$ cat config.mk
export PLATFORM = sky130hd
export DESIGN_NAME = humidity_sensor_frame_decoder
export DESIGN_NICKNAME = d
export VERILOG_FILES = /design/src/rtl/hsfd_pkg.sv /design/src/rtl/humidity_sensor_frame_decoder.sv
export SDC_FILE = /design/constraint.sdc
export NUM_CORES = 1
export LEC_CHECK = 0
export ABC_AREA = 1
export ABC_CLOCK_PERIOD_IN_PS = 5800
export BUFFER_PORTS_ARGS = -buffer_cell sky130_fd_sc_hd__clkbuf_2
export CORE_AREA = 2 2 207 209
export DETAILED_ROUTE_END_ITERATION = 12
export DIE_AREA = 0 0 209 211
export GPL_ROUTABILITY_DRIVEN = 0
export PLACE_DENSITY_LB_ADDON = 0.08
export SYNTH_ARGS = -nofsm -noshare
export SYNTH_HDL_FRONTEND = slang
export SYNTH_SLANG_ARGS = --single-unit
$ cat constraint.sdc
create_clock -name i_clk -period 5.8 [get_ports i_clk]
set_input_delay 0.87 -clock i_clk [delete_from_list [all_inputs] [get_ports i_clk]]
set_output_delay 0.87 -clock i_clk [all_outputs]
set_load 0.1 [all_outputs]
$ cat src/rtl/hsfd_pkg.sv
// ----------------------------------------------------------------------------
// hsfd_pkg
// shared constants and helpers for the humidity sensor frame decoder
// ----------------------------------------------------------------------------
package hsfd_pkg;

    localparam logic [7:0]  CRC_INIT     = 8'hFF;
    localparam logic [7:0]  CRC_POLY_RST = 8'h31;

    localparam logic [14:0] T_SCALE  = 15'd17500;
    localparam logic [15:0] T_OFFSET = 16'd4500;
    localparam logic [13:0] H_SCALE  = 14'd12500;
    localparam logic [14:0] H_OFFSET = 15'd600;
    localparam logic [14:0] H_TOP    = 15'd10600;
    localparam logic [13:0] H_MAX    = 14'd10000;
    localparam logic [16:0] DIV_K    = 17'd65535;

    localparam int TDATA_W = 64;

    // eight msb-first crc steps over one byte
    function automatic logic [7:0] crc_shift8(input logic [7:0] v, input logic [7:0] poly);
        logic [7:0] x;
        x = v;
        for (int k = 0; k < 8; k++) begin
            if (x[7]) begin
                x = {x[6:0], 1'b0} ^ poly;
            end else begin
                x = {x[6:0], 1'b0};
            end
        end
        return x;
    endfunction

    // floor(p / 65535) for p below 17500 * 65536
    function automatic logic [14:0] div65535(input logic [30:0] p);
        logic [14:0] q0;
        logic [16:0] r0;
        q0 = p[30:16];
        r0 = {1'b0, p[15:0]} + {2'b00, q0};
        return (r0 >= DIV_K) ? q0 + 15'd1 : q0;
    endfunction

endpackage

$ cat src/rtl/humidity_sensor_frame_decoder.sv
// ----------------------------------------------------------------------------
// humidity_sensor_frame_decoder
// decodes six-byte sensor responses into scaled readings or a serial number
// ----------------------------------------------------------------------------
// Bytes enter on the s_axis channel: tdata holds the byte, tuser[0] the frame
// kind (0 measurement, 1 serial number) and tuser[1] the frame start flag.
// The sixth byte of a frame yields one result on m_axis: temperature and
// humidity in hundredths, or the 32-bit serial number, plus crc error flags.
// The crc polynomial is written over the cfg channel, which is always ready.
// One byte is taken every cycle while s_axis_tready is high. Bytes update
// the crc and frame position at once; a frame's result then passes the
// finished frame register, a multiply stage and a scale stage to m_axis.
// When m_axis stalls, the three result registers fill up first; only then
// does s_axis_tready drop, and it comes back as soon as the receiver takes.
// Reset clears the frame position, the result valids and sets the polynomial
// to 0x31; a byte after reset without frame start opens a frame.
// ----------------------------------------------------------------------------
module humidity_sensor_frame_decoder (
    input  logic                         i_clk,
    input  logic                         i_rst_n,
    input  logic                         i_cfg_valid,
    output logic                         o_cfg_ready,
    input  logic [7:0]                   i_cfg_data,
    input  logic                         s_axis_tvalid,
    output logic                         s_axis_tready,
    input  logic [7:0]                   s_axis_tdata,   // data_byte
    input  logic [1:0]                   s_axis_tuser,   // op, frame_start
    output logic                         m_axis_tvalid,
    input  logic                         m_axis_tready,
    // temperature_centi, humidity_centi, serial_number, first_crc_bad,
    // second_crc_bad, any_crc_bad
    output logic [hsfd_pkg::TDATA_W-1:0] m_axis_tdata,
    output logic [0:0]                   m_axis_tuser    // frame_kind
);
    import hsfd_pkg::*;

    typedef enum logic [2:0] {
        POS_B0   = 3'd0,
        POS_B1   = 3'd1,
        POS_B2   = 3'd2,
        POS_B3   = 3'd3,
        POS_B4   = 3'd4,
        POS_B5   = 3'd5,
        POS_IDLE = 3'd6
    } t_pos;

    logic [7:0]  r_poly;
    t_pos        r_pos, n_pos, w_pos_eff;
    logic        r_kind, n_kind;
    logic [7:0]  r_crc, n_crc;
    logic [15:0] r_w0, n_w0;
    logic        r_bad1, n_bad1;
    logic [7:0]  r_w1_hi, n_w1_hi;
    logic [7:0]  r_w1_lo, n_w1_lo;
    logic        w_done;
    logic        w_bad2;
    logic [7:0]  w_crc_in;

    logic        r_s1_valid;
    logic        r_s1_kind;
    logic [15:0] r_s1_w0;
    logic [15:0] r_s1_w1;
    logic        r_s1_bad1;
    logic        r_s1_bad2;

    logic        r_s2_valid;
    logic        r_s2_kind;
    logic [30:0] r_s2_pt;
    logic [29:0] r_s2_ph;
    logic [31:0] r_s2_serial;
    logic        r_s2_bad1;
    logic        r_s2_bad2;

    logic        r_m_valid;
    logic [TDATA_W-1:0] r_m_tdata;
    logic        r_m_kind;

    logic        w_adv1, w_adv2, w_adv3;
    logic        w_accept;

    logic [14:0] w_qt, w_qh;
    logic [15:0] w_t;
    logic [13:0] w_h;
    logic [14:0] w_temp;
    logic [13:0] w_hum;
    logic [31:0] w_serial;

    assign w_adv3   = !r_m_valid || m_axis_tready;
    assign w_adv2   = !r_s2_valid || w_adv3;
    assign w_adv1   = !r_s1_valid || w_adv2;
    assign s_axis_tready = w_adv1;
    assign w_accept = s_axis_tvalid && w_adv1;

    assign o_cfg_ready = 1'b1;

    always_ff @(posedge i_clk) begin
        if (!i_rst_n) begin
            r_poly <= CRC_POLY_RST;
        end else if (i_cfg_valid) begin
            r_poly <= i_cfg_data;
        end
    end

    // frame position and crc tracking
    always_comb begin
        w_pos_eff = s_axis_tuser[1] ? POS_B0 : r_pos;
        n_pos     = r_pos;
        n_kind    = r_kind;
        n_crc     = r_crc;
        n_w0      = r_w0;
        n_bad1    = r_bad1;
        n_w1_hi   = r_w1_hi;
        n_w1_lo   = r_w1_lo;
        w_done    = 1'b0;
        w_bad2    = (r_crc != s_axis_tdata);
        w_crc_in  = ((w_pos_eff == POS_B0) || (w_pos_eff == POS_B3)) ? CRC_INIT : r_crc;
        unique case (w_pos_eff)
            POS_B0: begin
                n_kind = s_axis_tuser[0];
                n_crc  = crc_shift8(w_crc_in ^ s_axis_tdata, r_poly);
                n_w0   = {s_axis_tdata, 8'h00};
                n_pos  = POS_B1;
            end
            POS_B1: begin
                n_crc = crc_shift8(w_crc_in ^ s_axis_tdata, r_poly);
                n_w0  = {r_w0[15:8], s_axis_tdata};
                n_pos = POS_B2;
            end
            POS_B2: begin
                n_bad1 = (r_crc != s_axis_tdata);
                n_crc  = CRC_INIT;
                n_pos  = POS_B3;
            end
            POS_B3: begin
                n_crc   = crc_shift8(w_crc_in ^ s_axis_tdata, r_poly);
                n_w1_hi = s_axis_tdata;
                n_pos   = POS_B4;
            end
            POS_B4: begin
                n_crc   = crc_shift8(w_crc_in ^ s_axis_tdata, r_poly);
                n_w1_lo = s_axis_tdata;
                n_pos   = POS_B5;
            end
            POS_B5: begin
                n_crc  = CRC_INIT;
                n_pos  = POS_IDLE;
                w_done = 1'b1;
            end
            default: begin
                n_pos = r_pos;
            end
        endcase
    end

    always_ff @(posedge i_clk) begin
        if (!i_rst_n) begin
            r_pos  <= POS_B0;
            r_kind <= 1'b0;
            r_crc  <= CRC_INIT;
            r_bad1 <= 1'b0;
        end else if (w_accept) begin
            r_pos  <= n_pos;
            r_kind <= n_kind;
            r_crc  <= n_crc;
            r_bad1 <= n_bad1;
        end
    end

    always_ff @(posedge i_clk) begin
        if (w_accept) begin
            r_w0    <= n_w0;
            r_w1_hi <= n_w1_hi;
            r_w1_lo <= n_w1_lo;
        end
    end

    // finished frame register
    always_ff @(posedge i_clk) begin
        if (!i_rst_n) begin
            r_s1_valid <= 1'b0;
        end else if (w_adv1) begin
            r_s1_valid <= w_accept && w_done;
        end
    end

    always_ff @(posedge i_clk) begin
        if (w_adv1 && w_accept && w_done) begin
            r_s1_kind <= r_kind;
            r_s1_w0   <= r_w0;
            r_s1_w1   <= {r_w1_hi, r_w1_lo};
            r_s1_bad1 <= r_bad1;
            r_s1_bad2 <= w_bad2;
        end
    end

    // scale multiply
    always_ff @(posedge i_clk) begin
        if (!i_rst_n) begin
            r_s2_valid <= 1'b0;
        end else if (w_adv2) begin
            r_s2_valid <= r_s1_valid;
        end
    end

    always_ff @(posedge i_clk) begin
        if (w_adv2 && r_s1_valid) begin
            r_s2_kind   <= r_s1_kind;
            r_s2_pt     <= 31'(T_SCALE) * 31'(r_s1_w0);
            r_s2_ph     <= 30'(H_SCALE) * 30'(r_s1_w1);
            r_s2_serial <= {r_s1_w0, r_s1_w1};
            r_s2_bad1   <= r_s1_bad1;
            r_s2_bad2   <= r_s1_bad2;
        end
    end

    // divide by 65535, offset and clamp
    always_comb begin
        w_qt = div65535(r_s2_pt);
        w_qh = div65535({1'b0, r_s2_ph});
        w_t  = {1'b0, w_qt} - T_OFFSET;
        if (w_qh < H_OFFSET) begin
            w_h = '0;
        end else if (w_qh > H_TOP) begin
            w_h = H_MAX;
        end else begin
            w_h = 14'(w_qh - H_OFFSET);
        end
        if (r_s2_kind) begin
            w_temp   = '0;
            w_hum    = '0;
            w_serial = r_s2_serial;
        end else begin
            w_temp   = w_t[14:0];
            w_hum    = w_h;
            w_serial = '0;
        end
    end

    always_ff @(posedge i_clk) begin
        if (!i_rst_n) begin
            r_m_valid <= 1'b0;
        end else if (w_adv3) begin
            r_m_valid <= r_s2_valid;
        end
    end

    always_ff @(posedge i_clk) begin
        if (w_adv3 && r_s2_valid) begin
            r_m_kind  <= r_s2_kind;
            r_m_tdata <= {r_s2_bad1 | r_s2_bad2, r_s2_bad2, r_s2_bad1,
                          w_serial, w_hum, w_temp};
        end
    end

    assign m_axis_tvalid   = r_m_valid;
    assign m_axis_tdata    = r_m_tdata;
    assign m_axis_tuser[0] = r_m_kind;

endmodule
==> flow_summary.ini, run 1 <==
[floorplan]
die_area_um2 = 44100
rows = 75
die_y_um = 211
io_pins = 91
design.core.area_um2 = 41800
start_util = 0.446
fp.dieW_um = 209

[global_routing]
grt_pass1_wl_um = 64700
grt.overflow.total = 0
grt_max_degree = 70
grt_use_total = 0.183
antenna_found_initial = 0
first_global_vias = 12572

[sta]
fin_skew_ns = 0.0120
finalHoldViolCount = 0
slew_headroom = 0.250
tightest_slew_ns = 1.12
final.setup.tns_ns = 0
rsz0062_at_grt = false
drv_slew = 0
setup_slack_ns = 0.384
period_needed_ns = 5.42
fin_crit_sh = 0.934
setup_viol = 0
max_freq_ghz = 0.185

[final_layout]
final_nets = 2440
fin_area_um2 = 20700
final_cells = 2657
layout_common_cells = 382 x inv_1, 353 x nand2_1, 230 x ha_1, 221 x edfxtp_1, 119 x nor2_1
fillers = 3881
layout-drive-gt1-share = 0.0958
antenna_cells = 0
syn2layout_area_growth_pct = 11.4
final_common_cell = inv_1

[flow_run]
drv_cap = 0

[clocking]
cts_sinks = 245
cts_root_buf = clkbuf_16
insertion_delay_ns = 0.55
cts_tree = yes
htreeDepth = 1
clkSlewWorstSetupHoldPaths_ns = 0.06
cts_buffer_depth = 3
numCtsBuffers = 29

[status]
status = complete, no violations

[place]
placedInstanceArea_um2 = 19800
dp_cells = 2602
io_buffers = 89
dp_slack_ns = 0.235
hpwl_um = 31400

[yosys]
ys_types = 51
synth-seq-cells = 245
ys_warn_count = 0
postSynthAreaPerCell_um2 = 9.40
synth_ff_type = edfxtp_1
async_flop_share = 0
synth_edf_count = 221
synth_fp_nets = 2324
yosysSeqAreaShare = 0.382
synthCells = 1980
syn_area_um2 = 18600

[detailed_routing]
vias = 12941
avgRoutedWirePerCell_um = 14.9
post-route-drc-count = 0
drt_iter0_markers = 565
firstDrtPassIters = 5
routed_wirelength_um = 39600
vias_per_cell = 4.87
ant_nets = 0

[setup_path]
startpoint_type = register
r2r_start = r_s1_w0[4]
startpoint = r_s1_w0[4]
reg2reg_setup_slack_ns = 0.38
worst-path-max-fanout = 4
crit_type = register to register
cp_data_arrival_time_ns = 5.71
end_kind = register
worstPathRequired_ns = 6.09

[power]
vdd_drop_max_mv = 0.199
power.total_mw = 4.78
p_leak_nw = 10.0
power.density_nw_per_um2 = 230

[min_path]
holdCritStartpoint = r_w0[8]
holdCritPathClass = register to register
-- area by class of cell --
| class | count | area (µm²) | share of cell area |
|---|---|---|---|
| clock buffers | 34 | 754 | 0.0364 |
| clock inverters | 19 | 209 | 0.0101 |
| inverters | 395 | 1480 | 0.0715 |
| multi-input cells | 1317 | 9920 | 0.478 |
| flip-flops and latches | 245 | 7120 | 0.343 |
| well taps | 539 | 674 | 0.0325 |
| repair buffers | 108 | 588 | 0.0283 |
-- sequential cells by signal, indices dropped and copies added, names as in the netlist, 3 cells and up --
| signal | flops |
|---|---|
| r_w1_hi | 8 |
| r_s2_ph | 26 |
| r_pos | 3 |
| r_s1_w0 | 16 |
| r_s1_w1 | 16 |
| r_poly | 8 |
| r_crc | 8 |
| m_axis_tdata | 64 |
| r_s2_pt | 28 |
| r_w0 | 16 |
| r_s2_serial | 32 |
| r_w1_lo | 8 |
-- cells by family after synthesis --
kind of cell | synth area share
compound gates | 0.0603
xor+xnor | 0.0575
fa+ha+maj | 0.252
buf+inv | 0.0861
flops | 0.382
mux | 0.000538
other cells | 0.000201
simple gates | 0.161
-- power by group --
part	internal [mW]	total, mW	switching (mW)
clock network	1.11	1.83	0.723
logic	0.351	0.967	0.616
registers	1.95	1.98	0.0295
-- path summary, 6_finish.rpt --
check	to	cells past startpoint
worst min register to register	r_s1_w0[8]	0
worst max register to register	r_s2_pt[29]	24
worst min-delay path	r_s1_w0[8]	0
worst max-delay path	r_s2_pt[29]	24
-- critical path, cell delays in order, from the launching register on --
cell	delay, ns
edfxtp_1	0.40
ha_1	0.30
inv_1	0.05
fa_1	0.49
inv_1	0.04
ha_1	0.28
ha_1	0.27
inv_1	0.06
fa_1	0.53
inv_1	0.04
ha_1	0.34
a21o_1	0.19
a31oi_1	0.20
o21ai_0	0.16
a31oi_1	0.26
o21bai_1	0.09
a21oi_1	0.20
o21ai_0	0.15
a21boi_1	0.21
o21ai_0	0.14
a21boi_0	0.28
o21ai_0	0.18
nand3_1	0.09
nand2_1	0.06
xor2_1	0.14
-- routing by layer --
layer	track usage	up-vias	routed length (µm)
li1	-	6684	-
met1	0.260	5986	19300
met2	0.299	214	18300
met3	0.0202	57	1180
met4	0.0470	0	923
met5	0	-	0
-- per-stage QoR --
| step | hold WS (ns) | util |
|---|---|---|
| CTS | 0.416 | 0.496 |
| detailed placement | 0.405 | 0.473 |
| floorplan | 0.400 | - |
| global route | 0.426 | 0.497 |
| finish | 0.417 | 0.497 |
| global placement | 0.403 | 0.473 |
-- what timing repair did --
action | CTS | global route
buffers inserted | 0 | 2
hold buffers | 0 | 0
resized for setup | 0 | 6
endpoints found under the setup margin | 0 | 4
-- Yosys cell counts, types with 2 or more instances --
library cell | instances | area [µm²]
a21boi_0 | 6 | 45.0
xor2_1 | 77 | 674
a21oi_1 | 104 | 521
edfxtp_1 | 221 | 6640
nor2_8 | 2 | 40.0
buf_6 | 2 | 22.5
a31oi_1 | 4 | 25.0
fa_1 | 91 | 1820
clkbuf_1 | 11 | 41.3
nand2_4 | 6 | 67.6
nor2_1 | 119 | 447
nand4_1 | 23 | 144
ha_1 | 230 | 2880
inv_1 | 383 | 1440
buf_4 | 3 | 22.5
or2_2 | 5 | 31.3
nand2_1 | 353 | 1330
o21bai_1 | 4 | 30.0
nand3_4 | 5 | 87.6
buf_2 | 6 | 30.0
nor4b_1 | 2 | 17.5
inv_2 | 8 | 30.0
o21ai_0 | 65 | 325
a21o_1 | 5 | 37.5
dfxtp_1 | 24 | 480
o21ai_1 | 12 | 60.1
o21a_1 | 2 | 15.0
nor2_4 | 2 | 22.5
nand2_2 | 9 | 56.3
nor3_1 | 15 | 75.1
clkinv_1 | 4 | 15.0
xnor2_1 | 39 | 342
nand3_1 | 108 | 541
nand3_2 | 8 | 80.1
o22ai_1 | 2 | 12.5
nor4_1 | 3 | 18.8
or2_0 | 3 | 18.8
Power figures use the tool's default switching activity.
==> run 2: changes to the inputs <==
Settings changed: ABC_AREA 1 to default, CORE_AREA 2 2 207 209 to 2 2 209 211, DIE_AREA 0 0 209 211 to 0 0 211 213.
==> flow_summary.ini, run 2 <==
[sta]
fin_skew_ns = 0.0253
period_needed_ns = 5.51
setup_viol = 0
drv_slew = 0
final.setup.tns_ns = 0
tightest_slew_ns = 1.02
slew_headroom = 0.317
finalHoldViolCount = 0
max_freq_ghz = 0.181
fin_crit_sh = 0.950

[power]
comb_power_share = 0.155
vdd_drop_max_mv = 0.274
p_leak_nw = 9.10
pwr-share-seq = 0.447
clkPwrFrac = 0.399
cellInternalPower_mw = 3.24
switching_share = 0.268
power.switching_mw = 1.19
power.density_nw_per_um2 = 208

[yosys]
synth_top_area_frac = 0.348
synth_area_leader_cell = edfxtp_1
ys_types = 89
ys_warn_count = 0
synth_fp_nets = 2150
synth_ff_type = edfxtp_1
postSynthAreaPerCell_um2 = 10.6
synth-seq-cells = 245
yosysSeqAreaShare = 0.373
synthMostInstantiatedCell = inv_1
synth.area.top_cells = edfxtp_1 35%, ha_1 15%, fa_1 9.6%, inv_1 5.5%, xnor2_1 4.2%
synth_edf_count = 221
synthTopCellsByCount = 279 x inv_1, 230 x ha_1, 221 x edfxtp_1, 96 x nand2_1, 95 x nor2_1
async_flop_share = 0
synthCells = 1806
syn_area_um2 = 19100

[clocking]
clkSlewWorstSetupHoldPaths_ns = 0.06
htreeDepth = 1
cts_tree = yes
insertion_delay_ns = 0.59
cts_root_buf = clkbuf_16
cts_sinks = 245
holdBufCountCts = 0
numCtsBuffers = 29
cts_buffer_depth = 3

[detailed_routing]
ant_nets = 0
avgRoutedWirePerCell_um = 17.3
routed_wirelength_um = 42900
drt_iter0_markers = 760
vias_per_cell = 5.27
firstDrtPassIters = 5
vias = 13084
post-route-drc-count = 0

[final_layout]
syn2layout_area_growth_pct = 11.5
layout_common_cells = 279 x inv_1, 230 x ha_1, 221 x edfxtp_1, 96 x nand2_1, 94 x nor2_1
fillers = 3866
fin_area_um2 = 21300
final_common_cell = inv_1
final_cells = 2485
largest_reg_flops = 64
final_nets = 2260
layout-drive-gt1-share = 0.111
antenna_cells = 0

[min_path]
min_path_cells = 0
holdCritPathClass = register to register

[setup_path]
worst-r2r-cell-count = 23
startpoint_type = register
crit_path_cell_trace = ha_1 > inv_1 > fa_1 > inv_1 > ha_1 > ha_1 > inv_1 > fa_1 > inv_1 > ha_1 > a21o_1 > a21oi_2 > o21bai_1 > a21oi_2 > o21bai_1 > a21oi_2 > o21bai_1 > a21oi_2 > o21bai_1 > a21o_1 > a211oi_2 > nor4b_1 > or4b_2
crit_type = register to register
cp_slowest_cell = or4b_2
end_kind = register
reg2reg_setup_slack_ns = 0.29
cp_data_arrival_time_ns = 5.83
worstPathRequired_ns = 6.11
worst-path-max-fanout = 2
max_stage_delay_ns = 0.67

[place]
hpwl_um = 33400
io_buffers = 89
placedInstanceArea_um2 = 20300
dp_cells = 2428

[floorplan]
design.core.area_um2 = 42700
start_util = 0.447
die_y_um = 213
io_pins = 91
rows = 76
fp.dieW_um = 211
die_area_um2 = 44900

[global_routing]
grt_max_degree = 60
first_global_vias = 12951
grt_pass1_wl_um = 69500
grt_use_total = 0.195
antenna_found_initial = 0
grt.overflow.total = 0

[flow_run]
drv_cap = 0

[status]
status = complete, no violations
run 2: worst max-delay path, delay by kind of cell (launching register included):
family	cells	cell delay [ns]
adders and majority gates	6	2.18
and+or+nand+nor	2	0.76
buffers and inverters	4	0.21
AOI/OAI and AO/OA	11	1.65
DFF	1	0.41
run 2: power groups by stage:
stage / clock network (mW) / registers (mW) / logic (mW)
after floorplan: 0 / 1.99 / 0.550
after detailed placement: 0 / 2.01 / 0.677
final: 1.76 / 1.98 / 0.684
after global routing: 1.88 / 1.98 / 0.755
after global placement: 0 / 2.01 / 0.678
after CTS: 1.82 / 1.98 / 0.681
run 2: kinds of logic after synthesis:
logic type / after synthesis / synth area share
adders and majority gates: 321 / 0.246
xor gates and xnor gates: 134 / 0.0686
and+or+nand+nor: 430 / 0.116
DFF: 245 / 0.373
AOI/OAI and AO/OA: 339 / 0.123
buffers and inverters: 320 / 0.0640
muxes: 16 / 0.00860
other: 1 / 0.000197
run 2: path summary, 6_finish.rpt:
| kind | from | endpoint |
|---|---|---|
| max | r_s1_w0[3] | r_s2_pt[21] |
| min | r_w0[8] | r_s1_w0[8] |
| max reg2reg | r_s1_w0[3] | r_s2_pt[21] |
| min reg2reg | r_w0[8] | r_s1_w0[8] |
run 2: timing repair:
item                                    CTS  global route
endpoints found under the setup margin    1            12
resized for setup                         1            18
buffers inserted                          0             3
pin swaps                                 0             4
run 2: area by class of cell:
type,count,area [µm²],share of cell area
well taps,546,683,0.0321
clock inverters,18,141,0.00665
clock buffers,36,782,0.0368
multi-input cells,1241,10800,0.509
flip-flops and latches,245,7120,0.335
inverters,280,1050,0.0494
repair buffers,119,671,0.0315
run 2: metrics by stage:
stage	hold WS (ns)	total power, mW	util	setup slack [ns]
2_1_floorplan	0.400	2.54	-	0.0398
3_3_place_gp	0.402	2.69	0.474	0.171
3_5_place_dp	0.405	2.69	0.474	-0.0130
4_1_cts	0.418	4.48	0.496	0.0456
5_1_grt	0.423	4.62	0.498	-0.0134
6_report	0.418	4.43	0.498	0.288
run 2: layer usage:
layer  routed length, µm  part of all wire  GRT usage
met1               20900              0.49      0.277
met2               19300              0.45      0.315
met3                1630             0.038     0.0240
met4                1030             0.024     0.0532
met5                   0                 0          0
